==> src/hw/rtl/per_id_latency_stats_table_unit_assert.svh <==
// Assertion macros for the per-id latency statistics table.
// Included by RTL files that carry concurrent assertions; needs i_clk and i_rst_n in scope.
`ifndef PER_ID_LATENCY_STATS_TABLE_UNIT_ASSERT_SVH
`define PER_ID_LATENCY_STATS_TABLE_UNIT_ASSERT_SVH

// checked only out of reset
`define PLST_ASSERT(name, prop) \
    name: assert property (@(posedge i_clk) disable iff (!i_rst_n) prop) \
        else $error("plst assertion failed");

// checked at every edge, reset included
`define PLST_ASSERT_ALWAYS(name, prop) \
    name: assert property (@(posedge i_clk) prop) \
        else $error("plst assertion failed");

`endif

==> src/hw/rtl/plst_pkg.sv <==
// Package for the per-id latency statistics table: word types, codes, constants.
// No dependencies.
`default_nettype none

package plst_pkg;

    localparam int NUM_ENTRIES_DEF = 16;

    localparam logic [1:0] MODE_ARRIVAL = 2'd0;
    localparam logic [1:0] MODE_DEPART  = 2'd1;
    localparam logic [1:0] MODE_READ    = 2'd2;

    localparam logic REG_ENTRIES_IN_USE = 1'b0;
    localparam logic [4:0] ENTRIES_IN_USE_RST = 5'd16;

    typedef struct packed {
        logic [1:0]  mode;
        logic [3:0]  entry_id;
        logic [31:0] latency;
    } t_in_word;

    typedef struct packed {
        logic        id_error;
        logic [31:0] arrival_count;
        logic [31:0] departure_count;
        logic [31:0] min_latency;
        logic [31:0] max_latency;
        logic [47:0] total_latency;
    } t_out_word;

    typedef struct packed {
        logic [31:0] arrivals;
        logic [31:0] departures;
        logic [31:0] min_lat;
        logic [31:0] max_lat;
        logic [47:0] total;
    } t_stats;

    localparam t_stats STATS_RST = '{
        arrivals:   32'd0,
        departures: 32'd0,
        min_lat:    32'hFFFF_FFFF,
        max_lat:    32'd0,
        total:      48'd0
    };

    typedef enum logic {
        ST_CLEAR,
        ST_RUN
    } t_state;

endpackage

`default_nettype wire

==> src/hw/rtl/per_id_latency_stats_table_unit.sv <==
// An accepted input word is held in r_s1 while its entry is read; its result word is then registered in r_out.
// Throughput: one word per cycle while neither o_stall nor i_stall holds the flow; the registered
// memory read and the write-back of the previous word meet through a bypass register.
// Reset: synchronous, active low; afterwards the table is swept entry by entry to its
// reset values, with o_stall high throughout.
// Top level of the per-id latency statistics table; uses plst_pkg, plst_cfg, plst_mem.
`default_nettype none

module per_id_latency_stats_table_unit #(
    parameter int NUM_ENTRIES = plst_pkg::NUM_ENTRIES_DEF
) (
    input  wire logic          i_clk,
    input  wire logic          i_rst_n,
    input  wire logic          i_valid,
    output logic               o_stall,
    input  wire plst_pkg::t_in_word i_data,
    output logic               o_valid,
    input  wire logic          i_stall,
    output plst_pkg::t_out_word o_data,
    input  wire logic          psel,
    input  wire logic          penable,
    input  wire logic          pwrite,
    input  wire logic [2:0]    paddr,
    input  wire logic [31:0]   pwdata,
    output logic [31:0]        prdata,
    output logic               pready
);
    import plst_pkg::*;

    `include "per_id_latency_stats_table_unit_assert.svh"

    localparam int AW = (NUM_ENTRIES > 1) ? $clog2(NUM_ENTRIES) : 1;

    t_state          r_state, n_state;
    logic [AW-1:0]   r_clr_idx, n_clr_idx;
    logic            clr_wr;

    logic [4:0]      entries_in_use;

    logic            in_accept;
    logic            r_s1_valid;
    t_in_word        r_s1;
    logic            s1_advance;
    logic            r_byp;
    t_stats          r_byp_data;

    t_stats          rd_data, cur, upd;
    logic            id_err;
    logic            upd_wr;
    logic [48:0]     sum;
    t_out_word       result;

    logic            r_out_valid;
    t_out_word       r_out;

    logic            mem_wr_en;
    logic [AW-1:0]   mem_wr_addr;
    t_stats          mem_wr_data;
    logic [AW-1:0]   rd_addr;
    logic [AW-1:0]   s1_addr;

    plst_cfg u_cfg (
        .i_clk            (i_clk),
        .i_rst_n          (i_rst_n),
        .psel             (psel),
        .penable          (penable),
        .pwrite           (pwrite),
        .paddr            (paddr),
        .pwdata           (pwdata),
        .prdata           (prdata),
        .pready           (pready),
        .o_entries_in_use (entries_in_use)
    );

    // clearing sweep after reset
    always_ff @(posedge i_clk) begin
        if (!i_rst_n) begin
            r_state   <= ST_CLEAR;
            r_clr_idx <= '0;
        end else begin
            r_state   <= n_state;
            r_clr_idx <= n_clr_idx;
        end
    end

    always_comb begin
        n_state   = r_state;
        n_clr_idx = r_clr_idx;
        clr_wr    = 1'b0;
        case (r_state)
            ST_CLEAR: begin
                clr_wr    = 1'b1;
                n_clr_idx = r_clr_idx + AW'(1);
                if (r_clr_idx == AW'(NUM_ENTRIES - 1)) begin
                    n_state   = ST_RUN;
                    n_clr_idx = '0;
                end
            end
            ST_RUN: begin
                n_state = ST_RUN;
            end
            default: begin
                n_state = ST_CLEAR;
            end
        endcase
    end

    assign s1_advance = r_s1_valid && (!r_out_valid || !i_stall);
    assign o_stall    = (r_state != ST_RUN) || (r_s1_valid && !s1_advance);
    assign in_accept  = i_valid && !o_stall;
    assign rd_addr    = AW'(i_data.entry_id);
    assign s1_addr    = AW'(r_s1.entry_id);

    // read-modify-write of the addressed entry
    assign cur = r_byp ? r_byp_data : rd_data;

    always_comb begin
        id_err = !(({1'b0, r_s1.entry_id} < entries_in_use)
                   && (32'(r_s1.entry_id) < NUM_ENTRIES));
        upd = cur;
        sum = {1'b0, cur.total} + 49'(r_s1.latency);
        case (r_s1.mode)
            MODE_ARRIVAL: begin
                if (cur.arrivals != '1) begin
                    upd.arrivals = cur.arrivals + 32'd1;
                end
            end
            MODE_DEPART: begin
                if (cur.departures != '1) begin
                    upd.departures = cur.departures + 32'd1;
                end
                upd.total = sum[48] ? '1 : sum[47:0];
                if (r_s1.latency > cur.max_lat) begin
                    upd.max_lat = r_s1.latency;
                end
                if (r_s1.latency < cur.min_lat) begin
                    upd.min_lat = r_s1.latency;
                end
            end
            MODE_READ: begin
                upd = cur;
            end
            default: begin
                upd = cur;
            end
        endcase
        if (id_err) begin
            result = '0;
            result.id_error = 1'b1;
        end else begin
            result.id_error        = 1'b0;
            result.arrival_count   = upd.arrivals;
            result.departure_count = upd.departures;
            result.min_latency     = upd.min_lat;
            result.max_latency     = upd.max_lat;
            result.total_latency   = upd.total;
        end
    end

    assign upd_wr      = s1_advance && !id_err;
    assign mem_wr_en   = clr_wr || upd_wr;
    assign mem_wr_addr = clr_wr ? r_clr_idx : s1_addr;
    assign mem_wr_data = clr_wr ? STATS_RST : upd;

    plst_mem #(
        .DEPTH (NUM_ENTRIES),
        .AW    (AW)
    ) u_mem (
        .i_clk     (i_clk),
        .i_rd_en   (in_accept),
        .i_rd_addr (rd_addr),
        .o_rd_data (rd_data),
        .i_wr_en   (mem_wr_en),
        .i_wr_addr (mem_wr_addr),
        .i_wr_data (mem_wr_data)
    );

    always_ff @(posedge i_clk) begin
        if (!i_rst_n) begin
            r_s1_valid <= 1'b0;
            r_byp      <= 1'b0;
        end else if (in_accept) begin
            r_s1_valid <= 1'b1;
            r_byp      <= upd_wr && (s1_addr == rd_addr);
        end else if (s1_advance) begin
            r_s1_valid <= 1'b0;
            r_byp      <= 1'b0;
        end
    end

    always_ff @(posedge i_clk) begin
        if (in_accept) begin
            r_s1       <= i_data;
            r_byp_data <= upd;
        end
    end

    always_ff @(posedge i_clk) begin
        if (!i_rst_n) begin
            r_out_valid <= 1'b0;
        end else if (s1_advance) begin
            r_out_valid <= 1'b1;
        end else if (!i_stall) begin
            r_out_valid <= 1'b0;
        end
    end

    always_ff @(posedge i_clk) begin
        if (s1_advance) begin
            r_out <= result;
        end
    end

    assign o_valid = r_out_valid;
    assign o_data  = r_out;

    `PLST_ASSERT(a_no_accept_in_clear, (r_state == ST_CLEAR) |-> !in_accept)
    `PLST_ASSERT(a_one_writer, !(clr_wr && upd_wr))
    `PLST_ASSERT(a_byp_needs_item, r_byp |-> r_s1_valid)
    `PLST_ASSERT(a_min_le_max,
        (o_valid && !o_data.id_error && (o_data.departure_count != 32'd0))
        |-> (o_data.min_latency <= o_data.max_latency))
    `PLST_ASSERT_ALWAYS(a_rst_clears_pipe, !i_rst_n |=> (!r_s1_valid && !r_out_valid))

endmodule

`default_nettype wire

==> src/hw/rtl/plst_cfg.sv <==
// APB-style register port holding entries_in_use.
// Depends on plst_pkg.
`default_nettype none

module plst_cfg (
    input  wire logic        i_clk,
    input  wire logic        i_rst_n,
    input  wire logic        psel,
    input  wire logic        penable,
    input  wire logic        pwrite,
    input  wire logic [2:0]  paddr,
    input  wire logic [31:0] pwdata,
    output logic [31:0]      prdata,
    output logic             pready,
    output logic [4:0]       o_entries_in_use
);
    import plst_pkg::*;

    logic [4:0] r_entries;
    logic       wr_hit;

    assign pready = 1'b1;
    assign wr_hit = psel && penable && pwrite && (paddr[2] == REG_ENTRIES_IN_USE);

    always_ff @(posedge i_clk) begin
        if (!i_rst_n) begin
            r_entries <= ENTRIES_IN_USE_RST;
        end else if (wr_hit) begin
            r_entries <= pwdata[4:0];
        end
    end

    always_comb begin
        prdata = 32'd0;
        if (paddr[2] == REG_ENTRIES_IN_USE) begin
            prdata = {27'd0, r_entries};
        end
    end

    assign o_entries_in_use = r_entries;

endmodule

`default_nettype wire

==> src/hw/rtl/plst_mem.sv <==
// Statistics memory: one write port, one read port with registered read data.
// Depends on plst_pkg.
`default_nettype none

module plst_mem #(
    parameter int DEPTH = plst_pkg::NUM_ENTRIES_DEF,
    parameter int AW    = (DEPTH > 1) ? $clog2(DEPTH) : 1
) (
    input  wire logic             i_clk,
    input  wire logic             i_rd_en,
    input  wire logic [AW-1:0]    i_rd_addr,
    output plst_pkg::t_stats      o_rd_data,
    input  wire logic             i_wr_en,
    input  wire logic [AW-1:0]    i_wr_addr,
    input  wire plst_pkg::t_stats i_wr_data
);
    import plst_pkg::*;

    t_stats mem [DEPTH];
    t_stats r_rd_data;

    always_ff @(posedge i_clk) begin
        if (i_rd_en) begin
            r_rd_data <= mem[i_rd_addr];
        end
        if (i_wr_en) begin
            mem[i_wr_addr] <= i_wr_data;
        end
    end

    assign o_rd_data = r_rd_data;

endmodule

`default_nettype wire
==> config.mk <==
export PLATFORM = sky130hd
export DESIGN_NAME = per_id_latency_stats_table_unit
export DESIGN_NICKNAME = d
export VERILOG_FILES = /design/src/hw/rtl/plst_pkg.sv /design/src/hw/rtl/per_id_latency_stats_table_unit.sv /design/src/hw/rtl/plst_cfg.sv /design/src/hw/rtl/plst_mem.sv
export VERILOG_INCLUDE_DIRS = /design/src /design/src/hw/rtl
export SDC_FILE = /design/constraint.sdc
export NUM_CORES = 2
export LEC_CHECK = 0
export ABC_CLOCK_PERIOD_IN_PS = 9800
export BUFFER_PORTS_ARGS = -buffer_cell sky130_fd_sc_hd__buf_4
export CORE_ASPECT_RATIO = 1.4
export CORE_MARGIN = 2
export CORE_UTILIZATION = 56
export DETAILED_ROUTE_END_ITERATION = 16
export HOLD_SLACK_MARGIN = 0.03
export PLACE_DENSITY = 0.75
export SETUP_SLACK_MARGIN = 0.2
export SYNTH_ARGS = -nofsm -noshare
export SYNTH_HDL_FRONTEND = slang
export SYNTH_SLANG_ARGS = --single-unit
==> constraint.sdc <==
create_clock -name i_clk -period 9.8 [get_ports i_clk]
set_input_delay 0.49 -clock i_clk [delete_from_list [all_inputs] [get_ports i_clk]]
set_output_delay 0.49 -clock i_clk [all_outputs]
set_load 0.005 [all_outputs]
==> flow_summary.ini <==
[pwr]
power.internal_mw = 23.42
seq_power_share = 0.549
combPwrFrac = 0.036
ir_drop_mv = 0.1521
p_per_area_nw_per_um2 = 194.1
clkPwrFrac = 0.415
p_leak_nw = 47.37
p_sw_mw = 5.881
p_sw_frac = 0.2007

[routing]
wl_per_cell_um = 32.19
vias = 65880
met3_wirelength_um = 30310
wl_met1_um = 117900
vias_per_cell = 6.584
dr.pass1.iters = 6
drc = 0
drtAntennaViolNets = 0
routed.top_layer = met5
drt-total-wl_um = 322100
drt_iter0_markers = 7839
wl_met2_um = 163000

[yosys]
synthTopCellsByArea = edfxtp_1 (75%), mux4_2 (15%), mux2i_1 (1.3%), and2_1 (1.1%), ha_1 (0.94%)
synthArstFlopShare = 0
synth_warnings = 0
synth-edff-count = 3383
syn_area_um2 = 134600
ys_ff_latch = 3396
yosys.cell_types.count = 93
yosys.area.top_type = edfxtp_1
synthCells = 6250
synthFlopType = edfxtp_1
synth-seq-area-share = 0.7565
netlist.area_leader.share = 0.7545
synth.most_common_cell = edfxtp_1
synth_commonest_cells = edfxtp_1 (3383), mux4_2 (872), and2_1 (237), clkbuf_1 (193), mux2i_1 (172)
avgSynthCellArea_um2 = 21.54

[critical_path]
max_stage_delay_ns = 0.84
cp-start-kind = flop
crit_path_end_kind = flop
crit_cells = 12
path_delay_family = compound AO/OA/AOI/OAI gates
critical_path_class = reg -> reg
crit_arrival_ns = 6.69
cp_max_fo = 93
worstPathCellList = buf_12 -> mux2_2 -> ha_1 -> fa_1 -> a211o_1 -> o211ai_1 -> a211o_1 -> a2111oi_4 -> o21ai_1 -> a21oi_1 -> mux2_2 -> nor3b_1
cp_slowest_cell = o21ai_1
ff2ff_path_depth = 12
cp.required_ns = 10.34
path_buf_inv = 1

[global_routing]
grt_use_total = 0.2631
antenna_found_initial = 9
grt_remaining_overflow = 0
grt_pass1_vias = 67710
grt_start_max_net_pins = 135
grt_pass1_wl_um = 464600

[clock_network]
cts_max_level = 5
post_cts_buffers = 0
clockBufferDepth = 4
cts.sinks = 3396
clk_latency_ns = 0.87
post_cts_hold_buffer_count = 47
tritoncts.num_buffers = 316
cts_tree = built
clk_pin_slew_ns = 0.06
ctsResizeCount = 0
ctsRootBufferMaster = clkbuf_16

[worst_hold_path]
hold_class = in -> reg
holdPathStages = 1

[timing]
drv_slew = 0
setup_viol = 0
relSlewSlack = 0.2283
finalSetupTns_ns = 0
max_freq_ghz = 0.1624
setup_ws_ns = 3.642
rsz0062_at_grt = false
tightest_slew_ns = 1.157
period_minus_slack_ns = 6.158
fin_crit_sh = 0.6284
clock_skew_ns = 0.05483
finalHoldViolCount = 0

[place]
portBuffers = 234
post-place-ws_ns = 3.683
dp_hpwl_um = 166400
dp_cells = 9398
place_congestion = 0.8783

[floorplanning]
die_area_um2 = 244400
die_h_um = 584.2
design.portCount = 292
start_util = 0.5613
core_area_um2 = 239900
row_count = 213
die_w_um = 418.4

[outcome]
status = complete, no violations

[finish]
synthToLayoutAreaGrowth_pct = 12.11
n_fill_cell = 15530
layout-drive-gt1-share = 0.2598
multiInputGateArea_um2 = 31170
seqCellArea_um2 = 101900
final_cells = 10010
nNetsFinal = 6828

[flow_run]
maxCapViolCount = 0
worst reg2reg max path, stage by stage (launching register included):
cell and delay, ns:
dfxtp_4 0.69, buf_12 0.68, mux2_2 0.48, ha_1 0.25
fa_1 0.47, a211o_1 0.31, o211ai_1 0.21, a211o_1 0.29
a2111oi_4 0.13, o21ai_1 0.85, a21oi_1 0.33, mux2_2 0.38
nor3b_1 0.78
logic make-up (layout without fill, tap and decap cells):
logic type      Yosys count  in the layout  synth area share
flops                  3396           3396            0.7565
mux                    1127           1127            0.1657
simple gates            749            749           0.03016
buf+inv                 444           1054           0.01399
compound gates          328            328           0.01750
fa+ha+maj               102            102          0.009535
xor+xnor                102            102          0.006635
other cells               2             31        0.00005578
power by group through the flow:
stage,Clock [mW],Sequential (mW),Combinational (mW)
6_report,12.2,16.1,1.06
5_1_grt,12.8,16.1,1.11
4_1_cts,12.3,16.1,1.08
3_5_place_dp,0,16.4,1.05
3_3_place_gp,0,16.4,1.04
2_1_floorplan,0,16.4,0.721
path summary, 6_finish.rpt:
check | start | endpoint | slack (ns)
setup / recovery | r_byp | o_data[36] | 3.64
setup reg to reg | r_byp | o_data[36] | 3.64
hold reg to reg | o_valid | r_s1_valid | 0.59
hold / removal | i_data[32] | s1_addr[0] | 0.13
stage by stage:
step | util | cell area (um2) | hold WS, ns | power [mW]
6_report | 0.6293 | 150900 | 0.1302 | 29.30
5_1_grt | 0.6293 | 150900 | 0.1669 | 29.99
4_1_cts | 0.6292 | 150900 | 0.1270 | 29.46
3_5_place_dp | 0.5851 | 140300 | 0.5228 | 17.44
3_3_place_gp | 0.5851 | 140300 | 0.5016 | 17.41
2_1_floorplan | - | 134700 | 0.4515 | 17.17
per-layer routing:
layer  global-route usage  vias up
met2               0.4369     3619
met4              0.09147        2
li1                     -    26610
met5                    0        -
met3              0.04504      578
met1               0.3562    35070
sequential cells by signal (all words and copies together), names as in the netlist:
| register | flops |
|---|---|
| u_mem.mem | 2816 |
| o_data | 177 |
| r_byp_data | 176 |
| u_mem.o_rd_data | 176 |
| r_s1 | 34 |
| u_cfg.o_entries_in_use | 5 |
| r_clr_idx | 4 |
| s1_addr | 4 |
| o_valid | 1 |
| r_byp | 1 |
| r_s1_valid | 1 |
| r_state | 1 |
placed cells by master (no fill, tap or decap), types with 14 or more instances in the layout:
cell type	Yosys	routed
clkinv_2	0	47
clkbuf_16	0	326
a211oi_1	20	20
o21ai_0	34	34
mux4_2	872	872
buf_12	0	33
dlygate4sd3_1	0	47
edfxtp_1	3383	3383
nand3b_1	20	20
nand3_1	46	46
a21oi_1	90	90
nor3_1	25	22
buf_4	32	301
a21o_1	41	41
conb_1	2	28
clkinvlp_4	0	17
nor2_1	167	151
a31oi_1	25	25
xor2_1	42	42
mux2_2	67	67
xnor2_1	60	60
inv_1	110	107
clkinv_1	1	65
nor2_4	0	16
mux2i_1	172	172
ha_1	101	101
nor2b_1	41	40
and2_1	237	237
bufinv_16	0	31
nand2_1	114	114
nand4_1	23	23
clkbuf_1	193	51
inv_6	0	14
final cells by class:
| cell class | count | area share |
|---|---|---|
| timing repair buffer | 385 | 0.02286 |
| inverter | 111 | 0.002876 |
| sequential | 3396 | 0.6748 |
| clock inverter | 181 | 0.01170 |
| antenna | 3 | 0.00004974 |
| multi-input combinational | 2436 | 0.2065 |
| clock buffer | 377 | 0.05532 |
| tap | 3117 | 0.02584 |
Note: power is estimated with default switching activity, not from simulation.
